[config.mk]
export PLATFORM = sky130hd
export DESIGN_NAME = point_pair_error_stats
export DESIGN_NICKNAME = d
export VERILOG_FILES = /design/src/sv/ppes_pkg.sv /design/src/sv/ppes_ctrl.sv /design/src/sv/ppes_datapath.sv /design/src/sv/point_pair_error_stats.sv
export SDC_FILE = /design/constraint.sdc
export NUM_CORES = 2
export LEC_CHECK = 0
export BUFFER_PORTS_ARGS = -buffer_cell sky130_fd_sc_hd__buf_4
export CAP_MARGIN = 15
export CORE_ASPECT_RATIO = 0.9
export CORE_MARGIN = 3
export CORE_UTILIZATION = 66
export DETAILED_ROUTE_END_ITERATION = 12
export HOLD_SLACK_MARGIN = 0.08
export PLACE_DENSITY_LB_ADDON = 0.15
export SYNTH_ARGS = -nofsm -noshare
export SYNTH_HDL_FRONTEND = slang
export SYNTH_SLANG_ARGS = --single-unit
[constraint.sdc]
create_clock -name clk -period 22.1 [get_ports clk]
set_input_delay 4.42 -clock clk [delete_from_list [all_inputs] [get_ports clk]]
set_output_delay 4.42 -clock clk [all_outputs]
set_load 0.05 [all_outputs]
[src/sv/ppes_pkg.sv]
`timescale 1ns / 1ps
// shared types and constants for the point pair error statistics block
package ppes_pkg;

    // defaults for the top level parameters
    localparam int COORD_BITS_DEF = 16;
    localparam int MAX_PAIRS_DEF  = 65536;

    // field widths of the result transaction and the pair counter
    localparam int DIFF_BITS  = 17;
    localparam int SQR_BITS   = 34;
    localparam int TOTAL_BITS = 50;
    localparam int COUNT_BITS = 17;

    // sequencing
    localparam int NUM_AXES  = 3;
    localparam int STEP_BITS = $clog2(TOTAL_BITS);

    // result tdata layout, lowest field first
    localparam int OFF_DIFF_X = 0;
    localparam int OFF_DIFF_Y = OFF_DIFF_X + DIFF_BITS;
    localparam int OFF_DIFF_Z = OFF_DIFF_Y + DIFF_BITS;
    localparam int OFF_SQR    = OFF_DIFF_Z + DIFF_BITS;
    localparam int OFF_TOTAL  = OFF_SQR + SQR_BITS;
    localparam int OFF_MEAN   = OFF_TOTAL + TOTAL_BITS;
    localparam int OFF_MIN    = OFF_MEAN + SQR_BITS;
    localparam int OFF_MAX    = OFF_MIN + SQR_BITS;
    localparam int M_FIELD_BITS = OFF_MAX + SQR_BITS;
    localparam int M_TDATA_BITS = ((M_FIELD_BITS + 7) / 8) * 8;

    // saturation limits
    localparam logic [SQR_BITS-1:0]   SQR_MAX   = '1;
    localparam logic [TOTAL_BITS-1:0] TOTAL_MAX = '1;

    // controller states
    typedef enum logic [2:0] {
        ST_IDLE,
        ST_SQUARE,
        ST_UPDATE,
        ST_DIVIDE,
        ST_WRITE
    } state_t;

    // commands from controller to datapath
    typedef struct packed {
        logic       load;
        logic       mul_en;
        logic       add_en;
        logic [1:0] axis;
        logic       update;
        logic       div_step;
        logic       write;
    } cmd_t;

    // status from datapath to controller
    typedef struct packed {
        logic last;
        logic out_free;
    } status_t;

endpackage

[src/sv/ppes_ctrl.sv]
`timescale 1ns / 1ps
// controller state machine sequencing squaring, update, division and output
module ppes_ctrl
(
    input  logic              clk,
    input  logic              rst_n,
    input  logic              s_tvalid,
    output logic              s_tready,
    input  ppes_pkg::status_t stat,
    output ppes_pkg::cmd_t    cmd
);

    ppes_pkg::state_t                 state_reg, state_next;
    logic [ppes_pkg::STEP_BITS-1:0]   cnt_reg, cnt_next;

    // state and step counter registers
    always_ff @(posedge clk or negedge rst_n)
    begin
        if (!rst_n)
        begin
            state_reg <= ppes_pkg::ST_IDLE;
            cnt_reg   <= '0;
        end
        else
        begin
            state_reg <= state_next;
            cnt_reg   <= cnt_next;
        end
    end

    // next state
    always_comb
    begin
        state_next = state_reg;
        cnt_next   = cnt_reg;
        case (state_reg)
            ppes_pkg::ST_IDLE:
            begin
                cnt_next = '0;
                if (s_tvalid)
                begin
                    state_next = ppes_pkg::ST_SQUARE;
                end
            end
            ppes_pkg::ST_SQUARE:
            begin
                if (cnt_reg == ppes_pkg::STEP_BITS'(ppes_pkg::NUM_AXES))
                begin
                    state_next = ppes_pkg::ST_UPDATE;
                    cnt_next   = '0;
                end
                else
                begin
                    cnt_next = cnt_reg + 1'b1;
                end
            end
            ppes_pkg::ST_UPDATE:
            begin
                cnt_next = '0;
                if (stat.last)
                begin
                    state_next = ppes_pkg::ST_DIVIDE;
                end
                else
                begin
                    state_next = ppes_pkg::ST_WRITE;
                end
            end
            ppes_pkg::ST_DIVIDE:
            begin
                if (cnt_reg == ppes_pkg::STEP_BITS'(ppes_pkg::TOTAL_BITS - 1))
                begin
                    state_next = ppes_pkg::ST_WRITE;
                    cnt_next   = '0;
                end
                else
                begin
                    cnt_next = cnt_reg + 1'b1;
                end
            end
            ppes_pkg::ST_WRITE:
            begin
                if (stat.out_free)
                begin
                    state_next = ppes_pkg::ST_IDLE;
                end
            end
            default:
            begin
                state_next = ppes_pkg::ST_IDLE;
                cnt_next   = '0;
            end
        endcase
    end

    // outputs
    always_comb
    begin
        cmd      = '0;
        s_tready = 1'b0;
        case (state_reg)
            ppes_pkg::ST_IDLE:
            begin
                s_tready = 1'b1;
                cmd.load = s_tvalid;
            end
            ppes_pkg::ST_SQUARE:
            begin
                cmd.axis   = cnt_reg[1:0];
                cmd.mul_en = (cnt_reg != ppes_pkg::STEP_BITS'(ppes_pkg::NUM_AXES));
                cmd.add_en = (cnt_reg != '0);
            end
            ppes_pkg::ST_UPDATE:
            begin
                cmd.update = 1'b1;
            end
            ppes_pkg::ST_DIVIDE:
            begin
                cmd.div_step = 1'b1;
            end
            ppes_pkg::ST_WRITE:
            begin
                cmd.write = stat.out_free;
            end
            default:
            begin
                cmd = '0;
            end
        endcase
    end

endmodule

[src/sv/ppes_datapath.sv]
`timescale 1ns / 1ps
// datapath: differences, shared squarer, statistics, serial divider, output register
module ppes_datapath
#(
    parameter int COORD_BITS   = ppes_pkg::COORD_BITS_DEF,
    parameter int MAX_PAIRS    = ppes_pkg::MAX_PAIRS_DEF,
    parameter int S_TDATA_BITS = ((6 * COORD_BITS + 7) / 8) * 8
)
(
    input  logic                              clk,
    input  logic                              rst_n,
    input  logic [S_TDATA_BITS-1:0]           s_tdata,
    input  logic                              s_tlast,
    input  ppes_pkg::cmd_t                    cmd,
    output ppes_pkg::status_t                 stat,
    output logic                              m_tvalid,
    input  logic                              m_tready,
    output logic [ppes_pkg::M_TDATA_BITS-1:0] m_tdata,
    output logic                              m_tuser
);

    localparam int DW       = COORD_BITS + 1;
    localparam int PW       = 2 * DW;
    localparam int SUM_BITS = (PW + 2 > ppes_pkg::SQR_BITS + 1) ? PW + 2 : ppes_pkg::SQR_BITS + 1;
    localparam int SB       = ppes_pkg::SQR_BITS;
    localparam int TB       = ppes_pkg::TOTAL_BITS;
    localparam int CB       = ppes_pkg::COUNT_BITS;
    localparam longint COUNT_FIELD_MAX = (64'd1 << CB) - 1;
    localparam longint COUNT_CAP_L     = (longint'(MAX_PAIRS) < COUNT_FIELD_MAX) ?
                                         longint'(MAX_PAIRS) : COUNT_FIELD_MAX;
    localparam logic [CB-1:0] COUNT_CAP = CB'(COUNT_CAP_L);

    // working registers
    logic signed [DW-1:0]      diff_reg [ppes_pkg::NUM_AXES];
    logic signed [PW-1:0]      prod_reg;
    logic [SUM_BITS-1:0]       sum_reg;
    logic [SB-1:0]             sq_reg;
    logic                      last_reg;

    // statistics
    logic [TB-1:0]             total_reg, total_next;
    logic [CB-1:0]             count_reg, count_next;
    logic [SB-1:0]             min_reg, min_next;
    logic [SB-1:0]             max_reg, max_next;

    // set results and divider
    logic [TB-1:0]             res_total_reg;
    logic [SB-1:0]             res_min_reg;
    logic [SB-1:0]             res_max_reg;
    logic [CB-1:0]             divisor_reg;
    logic [TB-1:0]             quo_reg;
    logic [CB-1:0]             rem_reg;

    // output register
    logic                              out_valid_reg;
    logic [ppes_pkg::M_TDATA_BITS-1:0] out_data_reg;
    logic                              out_done_reg;

    logic signed [COORD_BITS-1:0] first_c  [ppes_pkg::NUM_AXES];
    logic signed [COORD_BITS-1:0] second_c [ppes_pkg::NUM_AXES];
    logic signed [DW-1:0]         mul_op;
    logic [SB-1:0]                sq_sat;
    logic [TB:0]                  total_sum;
    logic [CB:0]                  rem_shift;
    logic                         rem_ge;
    logic [SB-1:0]                mean_val;
    logic [ppes_pkg::M_FIELD_BITS-1:0] fields;

    // unpack coordinates, first point in the low fields
    always_comb
    begin
        for (int a = 0; a < ppes_pkg::NUM_AXES; a++)
        begin
            first_c[a]  = s_tdata[a*COORD_BITS +: COORD_BITS];
            second_c[a] = s_tdata[(a+ppes_pkg::NUM_AXES)*COORD_BITS +: COORD_BITS];
        end
    end

    // squarer operand select
    always_comb
    begin
        case (cmd.axis)
            2'd0:    mul_op = diff_reg[0];
            2'd1:    mul_op = diff_reg[1];
            default: mul_op = diff_reg[2];
        endcase
    end

    // squared distance saturation and running statistics
    always_comb
    begin
        sq_sat     = (sum_reg > SUM_BITS'(ppes_pkg::SQR_MAX)) ? ppes_pkg::SQR_MAX
                                                               : sum_reg[SB-1:0];
        total_sum  = {1'b0, total_reg} + (TB+1)'(sq_sat);
        total_next = total_sum[TB] ? ppes_pkg::TOTAL_MAX : total_sum[TB-1:0];
        count_next = (count_reg < COUNT_CAP) ? count_reg + 1'b1 : count_reg;
        min_next   = (sq_sat < min_reg) ? sq_sat : min_reg;
        max_next   = (sq_sat > max_reg) ? sq_sat : max_reg;
    end

    // restoring division step and mean saturation
    always_comb
    begin
        rem_shift = {rem_reg, quo_reg[TB-1]};
        rem_ge    = (rem_shift >= {1'b0, divisor_reg});
        if (quo_reg > TB'(ppes_pkg::SQR_MAX))
        begin
            mean_val = ppes_pkg::SQR_MAX;
        end
        else
        begin
            mean_val = quo_reg[SB-1:0];
        end
    end

    // pack the result transaction
    always_comb
    begin
        fields = '0;
        fields[ppes_pkg::OFF_DIFF_X +: ppes_pkg::DIFF_BITS] = ppes_pkg::DIFF_BITS'(diff_reg[0]);
        fields[ppes_pkg::OFF_DIFF_Y +: ppes_pkg::DIFF_BITS] = ppes_pkg::DIFF_BITS'(diff_reg[1]);
        fields[ppes_pkg::OFF_DIFF_Z +: ppes_pkg::DIFF_BITS] = ppes_pkg::DIFF_BITS'(diff_reg[2]);
        fields[ppes_pkg::OFF_SQR +: SB] = sq_reg;
        if (last_reg)
        begin
            fields[ppes_pkg::OFF_TOTAL +: TB] = res_total_reg;
            fields[ppes_pkg::OFF_MEAN +: SB]  = mean_val;
            fields[ppes_pkg::OFF_MIN +: SB]   = res_min_reg;
            fields[ppes_pkg::OFF_MAX +: SB]   = res_max_reg;
        end
    end

    // differences, squarer and accumulator
    always_ff @(posedge clk)
    begin
        if (cmd.load)
        begin
            for (int a = 0; a < ppes_pkg::NUM_AXES; a++)
            begin
                diff_reg[a] <= DW'(second_c[a]) - DW'(first_c[a]);
            end
            sum_reg <= '0;
        end
        if (cmd.mul_en)
        begin
            prod_reg <= mul_op * mul_op;
        end
        if (cmd.add_en)
        begin
            sum_reg <= sum_reg + SUM_BITS'(unsigned'(prod_reg));
        end
        if (cmd.update)
        begin
            sq_reg <= sq_sat;
        end
    end

    // set snapshot and serial divider
    always_ff @(posedge clk)
    begin
        if (cmd.update)
        begin
            res_total_reg <= total_next;
            res_min_reg   <= min_next;
            res_max_reg   <= max_next;
            divisor_reg   <= count_next;
            quo_reg       <= total_next;
            rem_reg       <= '0;
        end
        else if (cmd.div_step)
        begin
            quo_reg <= {quo_reg[TB-2:0], rem_ge};
            rem_reg <= rem_ge ? CB'(rem_shift - {1'b0, divisor_reg}) : rem_shift[CB-1:0];
        end
    end

    // running statistics, cleared after the last pair of a set
    always_ff @(posedge clk or negedge rst_n)
    begin
        if (!rst_n)
        begin
            total_reg <= '0;
            count_reg <= '0;
            min_reg   <= ppes_pkg::SQR_MAX;
            max_reg   <= '0;
            last_reg  <= 1'b0;
        end
        else
        begin
            if (cmd.load)
            begin
                last_reg <= s_tlast;
            end
            if (cmd.update)
            begin
                if (last_reg)
                begin
                    total_reg <= '0;
                    count_reg <= '0;
                    min_reg   <= ppes_pkg::SQR_MAX;
                    max_reg   <= '0;
                end
                else
                begin
                    total_reg <= total_next;
                    count_reg <= count_next;
                    min_reg   <= min_next;
                    max_reg   <= max_next;
                end
            end
        end
    end

    // output register valid
    always_ff @(posedge clk or negedge rst_n)
    begin
        if (!rst_n)
        begin
            out_valid_reg <= 1'b0;
        end
        else if (cmd.write)
        begin
            out_valid_reg <= 1'b1;
        end
        else if (m_tready)
        begin
            out_valid_reg <= 1'b0;
        end
    end

    // output register payload
    always_ff @(posedge clk)
    begin
        if (cmd.write)
        begin
            out_data_reg <= ppes_pkg::M_TDATA_BITS'(fields);
            out_done_reg <= last_reg;
        end
    end

    assign stat.last     = last_reg;
    assign stat.out_free = !out_valid_reg || m_tready;
    assign m_tvalid      = out_valid_reg;
    assign m_tdata       = out_data_reg;
    assign m_tuser       = out_done_reg;

endmodule

[src/sv/point_pair_error_stats.sv]
`timescale 1ns / 1ps
// top level of the point pair error statistics block
// per pair: load, square and sum the axes, update the statistics, write the result;
// the last pair of a set divides out the mean before its write; one squarer is shared
//   over three axes, and the divider gives one bit per cycle over the 50 bit total
// one pair is in work at a time; the output register holds a result while the next pair runs
// reset: rst_n clears the controller, the running statistics and the output valid
module point_pair_error_stats
#(
    parameter int MAX_PAIRS  = ppes_pkg::MAX_PAIRS_DEF,
    parameter int COORD_BITS = ppes_pkg::COORD_BITS_DEF,
    localparam int S_TDATA_BITS = ((6 * COORD_BITS + 7) / 8) * 8
)
(
    input  logic                              clk,
    input  logic                              rst_n,
    input  logic                              s_tvalid,
    output logic                              s_tready,
    // first_x, first_y, first_z, second_x, second_y, second_z
    input  logic [S_TDATA_BITS-1:0]           s_tdata,
    input  logic                              s_tlast,
    output logic                              m_tvalid,
    input  logic                              m_tready,
    // diff_x, diff_y, diff_z, sqr_dist, total_sqr, mean_sqr, min_sqr, max_sqr
    output logic [ppes_pkg::M_TDATA_BITS-1:0] m_tdata,
    // set_done
    output logic                              m_tuser
);

    ppes_pkg::cmd_t    cmd;
    ppes_pkg::status_t stat;

    // controller
    ppes_ctrl u_ctrl
    (
        .clk      (clk),
        .rst_n    (rst_n),
        .s_tvalid (s_tvalid),
        .s_tready (s_tready),
        .stat     (stat),
        .cmd      (cmd)
    );

    // datapath
    ppes_datapath
    #(
        .COORD_BITS   (COORD_BITS),
        .MAX_PAIRS    (MAX_PAIRS),
        .S_TDATA_BITS (S_TDATA_BITS)
    )
    u_datapath
    (
        .clk      (clk),
        .rst_n    (rst_n),
        .s_tdata  (s_tdata),
        .s_tlast  (s_tlast),
        .cmd      (cmd),
        .stat     (stat),
        .m_tvalid (m_tvalid),
        .m_tready (m_tready),
        .m_tdata  (m_tdata),
        .m_tuser  (m_tuser)
    );

endmodule

Word level (Yosys, flattened, before mapping)
Memories as Yosys holds them, arrays and structs flattened. Cells that the tools add are included.

Register bits: 690. Word-level logic and storage cells: 92. Output and inout port bits: 243. Memories: 1. RAM bits: 51. Bits of input ports: 101.

Memory list: u_datapath.diff_reg (words 3, bits a word 17, rd ports 3, clocked after memory_dff 0, write ports 3, line ppes_datapath.sv:34) `logic signed [DW-1:0] diff_reg [ppes_pkg::NUM_AXES];`.

Mux-type cells: 35. Eq/ne operators: 12. $lt $le $gt $ge: 6. Multipliers: 1. Reduce and logical (&&, ||, !) cells: 9. Add/subtract/negate cells: 8.

Operator list (count): $mux 34 (6); $mux 50 (4); $mux 36 (2); $add 50x34->51 (1); $mux 17 (3); $sub 16x16->17 (3); $gt 50x34->1 const B (1); $add 36x34->36 (1); $gt 36x34->1 const B (1); $gt 34x34->1 (1); $lt 34x34->1 (1); $mul 17x17->34 (1); $pmux 17 s2 (1); $ge 18x17->1 (1); $pmux 6 s3 (1); $add 17x1->17 const B (1); $lt 17x17->1 const B (1); $sub 17x17->17 (1); $mux 3 (5); $pmux 3 s5 (1); $mux 6 (2); $mux 1 (9); $add 6x1->6 const B (1); $eq 3x2->1 const B (2); other kinds (16) (20).

Longest topological paths before layout
Depth in word-level cells: 5. Depth in mapped cells: 32. Mapped depth without buffers: 30.

Cells and area by module
A second synthesis with hierarchy kept.

Cells, all modules: 4256. Area total of the unflattened synthesis: 46293.1 um^2.

By module, submodules not included: ppes_datapath (instances 1, area an instance 45707.6 um^2, sequential area each 21137.8 um^2, cells an instance 4194); ppes_ctrl (instances 1, area an instance 585.6 um^2, sequential area each 225.2 um^2, cells an instance 62).

Worst setup path before layout
Ideal clock, no wire load.

Path type: input port to flip-flop. Start: in m_tready. End: reg u_datapath.out_data_reg (netlist bit u_datapath.m_tdata[0]) (read register of u_datapath.diff_reg) (enable). Data required time: 21.470 ns. Data arrival time: 10.040 ns. Slack: 11.430 ns. Setup time: 0.630 ns. Buffers on the path: 0. Stages: 2. Cells stage by stage: nand2b_1 -> and3_1.

RTL lines: start, declared (line point_pair_error_stats.sv:23) `input logic m_tready,`; end, declared (line ppes_datapath.sv:56) `logic [ppes_pkg::M_TDATA_BITS-1:0] out_data_reg;`.

Final worst setup path
Start: reg u_ctrl.cnt_reg[1] (netlist bit). End: reg u_datapath.prod_reg[32], data pin.

Cells in the longest elaborated chain, start to end: 4. Elaborated cells on any way between the ends: 5. Those cells by class: 1 x mul; 1 x eq/ne; 2 x mux; 1 x reduce/logical.

RTL lines: start, declared (line ppes_ctrl.sv:14) `logic [ppes_pkg::STEP_BITS-1:0] cnt_reg, cnt_next;`; start signal, assigned (line ppes_ctrl.sv:27) `cnt_reg <= cnt_next;`; $mux 4 (*) (line ppes_ctrl.sv:101) `case (state_reg)`; $eq 2x1->1 / $logic_not 2->1 (equally long branches) (line ppes_datapath.sv:82) `case (cmd.axis)`; $pmux 17 s2 (*) (line ppes_datapath.sv:82); $mul 17x17->34 (*) (line ppes_datapath.sv:146) `prod_reg <= mul_op * mul_op;`; end signal, assigned (line ppes_datapath.sv:146); end, declared (line ppes_datapath.sv:35) `logic signed [PW-1:0] prod_reg;`.

Every way passes the cells marked *; elsewhere a longest branch is shown, timed or not. A chain may end at the register's enable or synchronous reset.

==> results.sh <==
export IMPL_postSynthAreaPerCell_um2=10.8
export IMPL_detail_route_first_pass_iterations=6
export IMPL_insertion_delay_ps=630
export IMPL_worst_endpoint_arrival_ps=9790
export IMPL_post_syn_instances=4290
export IMPL_clock_skew_final_ps=30.8
export IMPL_startpoint_type="flip-flop"
export IMPL_worstRegToRegCells=26
export IMPL_hold_viol=0
export IMPL_worst_r2r_startpoint="u_ctrl.cnt_reg[1]"
export IMPL_max_cap_violations=0
export IMPL_synth_async_sr_flop_share_pct=19.7
export IMPL_antenna_found_initial=0
export IMPL_critical_path_endpoint_type="flip-flop"
export IMPL_worstReg2RegEnd="u_datapath.prod_reg[32]"
export IMPL_place_detailed_hpwl_mm=81.9
export IMPL_worst_path_largest_cell_delay_ps=770
export IMPL_cts_root_buffer="sky130_fd_sc_hd__clkbuf_16"
export IMPL_floorplan_io_pins=344
export IMPL_cell_type_with_the_highest_occurrence_count_on_the_critical_path="sky130_fd_sc_hd__fa_1"
export IMPL_status="finished clean"
export IMPL_critical_path_endpoint="u_datapath.prod_reg[32]"
export IMPL_detailedRoute_firstIterationViolations=2877
export IMPL_r2r_slack_ps=12680
export IMPL_post_route_drc_count=0
export IMPL_finalSetupViolCount=0
export IMPL_cpLargestDelayFamily="adder cells"
export IMPL_postCtsSetupBuffers=0
export IMPL_core_region_area_mm2=0.0689
export IMPL_period_minus_slack_ps=9420
export IMPL_cts_max_level=3
export IMPL_synthDistinctLibCells=94
export IMPL_grt_pass1_vias=32600
export IMPL_grt_total_usage_pct=30.3
export IMPL_vias=32600
export IMPL_post_synth_instance_area_mm2=0.0462
export IMPL_hold_buffers=0
export IMPL_critPathLaunch="u_ctrl.cnt_reg[1]"
export IMPL_path_depth=26
export IMPL_synth_yosys_seq_area_share_pct=46.2
export IMPL_layout_commonest_cell="sky130_fd_sc_hd__inv_1"
export IMPL_fmaxAchievable_ghz=0.106
export IMPL_post_route_cells_drive_above_1_share_pct=12.5
export IMPL_synth_ff_type="sky130_fd_sc_hd__edfxtp_1"
export IMPL_ys_seq_elements=740
export IMPL_io_buffer_count=340
export IMPL_grt_max_degree=92
export IMPL_die_h_um=257
export IMPL_placementRows=91
export IMPL_die_w_um=285
export IMPL_worst_path_max_delay_cell="sky130_fd_sc_hd__dfrtp_1"
export IMPL_drt_total_wl_mm=111
export IMPL_final_max_slew_violation_count=0
export IMPL_initial_utilization_pct=67.1
export IMPL_synth_yosys_warnings=0
export IMPL_max_ffs_per_register=237
export IMPL_holdCritPathClass="reg2reg"
export IMPL_worstPathMaxFanout=23
export IMPL_ctsLongestPathBuffers=3
export IMPL_worst_ep_required_time_ps=22470
export IMPL_gr_total_overflow=0
export IMPL_cts_sinks=740
export IMPL_timing_setup_critical_path_class="reg2reg"
export IMPL_grt_first_pass_wirelength_mm=175
export IMPL_relative_slew_slack_pct=18.3
export IMPL_post_cts_resize_count=0
export IMPL_cts_inserted_buffers=74
export IMPL_num_nets_final=5253
export IMPL_antenna_left=0
export IMPL_mostFrequentLayoutCells="sky130_fd_sc_hd__inv_1 (612), sky130_fd_sc_hd__edfxtp_1 (577), sky130_fd_sc_hd__nor2_1 (464)"
export IMPL_setup_tns_ps=0
export IMPL_die_area_mm2=0.0732
export IMPL_tritoncts="done"
export IMPL_cts_reportedPaths_clkPinSlew_ps=60
export IMPL_synth_edf_count=577
export IMPL_timing_final_crit_share_pct=42.6
export IMPL_detail_route_wl_per_cell_um=19.8
export IMPL_worst_hold_startpoint="u_datapath.sq_reg[11]"
export IMPL_path_buf_inv=5
export IMPL_vias_per_cell=5.84
export IMPL_grt_setup_unrepaired="false"
export IMPL_synthesis_to_layout_area_growth_pct=12.6
export IMPL_slew_at_the_pin_closest_to_its_max_slew_limit_ps=1220
export IMPL_gp_routability_congestion=0.976
export IMPL_diodes=0
==> routing by layer <==
layer | track usage [%] | share of wire, % | vias up
li1 | - | - | 15300
met1 | 40.4 | 41 | 15800
met2 | 50.3 | 48 | 1315
met3 | 5.21 | 7.6 | 238
met4 | 11.0 | 4.0 | 0
met5 | 0 | 0 | -
==> logic make-up after synthesis <==
family	count (synthesis)	share of synthesized area (%)
and+or+nand+nor	1182	11.9
AOI/OAI and AO/OA	820	11.7
buffers and inverters	781	6.49
DFF	740	46.2
adders and majority gates	567	19.8
xor gates and xnor gates	163	3.09
muxes	36	0.813
other	1	0.00812
==> Yosys cell counts, types with 16 or more instances <==
| library cell | instances | area, um^2 |
|---|---|---|
| sky130_fd_sc_hd__a22oi_1 | 38 | 285 |
| sky130_fd_sc_hd__nand2_1 | 296 | 1110 |
| sky130_fd_sc_hd__a21oi_1 | 204 | 1020 |
| sky130_fd_sc_hd__buf_2 | 18 | 90.1 |
| sky130_fd_sc_hd__nand3_1 | 43 | 215 |
| sky130_fd_sc_hd__dfstp_2 | 34 | 893 |
| sky130_fd_sc_hd__a311o_1 | 22 | 220 |
| sky130_fd_sc_hd__edfxtp_1 | 577 | 17300 |
| sky130_fd_sc_hd__and3_1 | 28 | 175 |
| sky130_fd_sc_hd__nor4_1 | 32 | 200 |
| sky130_fd_sc_hd__o21a_1 | 24 | 180 |
| sky130_fd_sc_hd__o21ai_0 | 164 | 821 |
| sky130_fd_sc_hd__o22ai_1 | 27 | 169 |
| sky130_fd_sc_hd__xor2_1 | 46 | 403 |
| sky130_fd_sc_hd__mux2i_1 | 24 | 240 |
| sky130_fd_sc_hd__nor2_1 | 465 | 1750 |
| sky130_fd_sc_hd__dfxtp_1 | 17 | 340 |
| sky130_fd_sc_hd__nor3_1 | 46 | 230 |
| sky130_fd_sc_hd__dfrtp_1 | 112 | 2800 |
| sky130_fd_sc_hd__fa_1 | 271 | 5430 |
| sky130_fd_sc_hd__nand2b_1 | 26 | 163 |
| sky130_fd_sc_hd__a22o_1 | 18 | 158 |
| sky130_fd_sc_hd__ha_1 | 296 | 3700 |
| sky130_fd_sc_hd__nand4_1 | 30 | 188 |
| sky130_fd_sc_hd__a211oi_1 | 16 | 120 |
| sky130_fd_sc_hd__and2_1 | 131 | 820 |
| sky130_fd_sc_hd__a31oi_1 | 21 | 131 |
| sky130_fd_sc_hd__nor2b_1 | 30 | 188 |
| sky130_fd_sc_hd__inv_1 | 615 | 2310 |
| sky130_fd_sc_hd__o21bai_1 | 18 | 135 |
| sky130_fd_sc_hd__clkbuf_1 | 120 | 450 |
| sky130_fd_sc_hd__xnor2_1 | 117 | 1020 |
| sky130_fd_sc_hd__a21o_1 | 85 | 638 |
| sky130_fd_sc_hd__o21ai_1 | 38 | 190 |
==> worst min-delay path by stage <==
stage,end,cells after the start
after floorplan,u_datapath.m_tdata[51],0
after global placement,u_datapath.m_tdata[82],0
after detailed placement,u_datapath.m_tdata[62],0
after CTS,u_datapath.m_tdata[65],0
after global routing,u_datapath.m_tdata[73],0
final,u_datapath.m_tdata[62],0
==> layout make-up <==
type                       count  area [um^2]
tap                          930         1160
multi-input combinational   2771        21900
clock inverter                32          400
sequential                   740        21400
timing repair buffer         374         2810
inverter                     624         2350
fill                        4594        16900
clock buffer                 106         2070
==> per-stage QoR <==
stage	util (%)	worst slack, ps	instances	hold WS [ps]	cell area (um^2)
after floorplan	-	11430	4292	400	46200
after global placement	71.9	12930	5439	402	49600
after detailed placement	71.9	12720	5439	405	49600
after CTS	75.5	12720	5577	416	52000
after global routing	75.5	12250	5577	424	52000
final	75.5	12680	5577	416	52000
==> worst reg2reg max path: cells and delay by family, from the launching register on <==
kind | cells | cell delay [ps]
AO/OA/AOI/OAI | 8 | 2710
adder cells (fa/ha/maj) | 7 | 3440
buffers and inverters | 5 | 880
flip-flops | 1 | 770
AND/OR/NAND/NOR | 6 | 1390
Power is left out: the tool's default activity adds up to more than one toggle a clock period on the data nets, which glitch-free logic cannot reach.
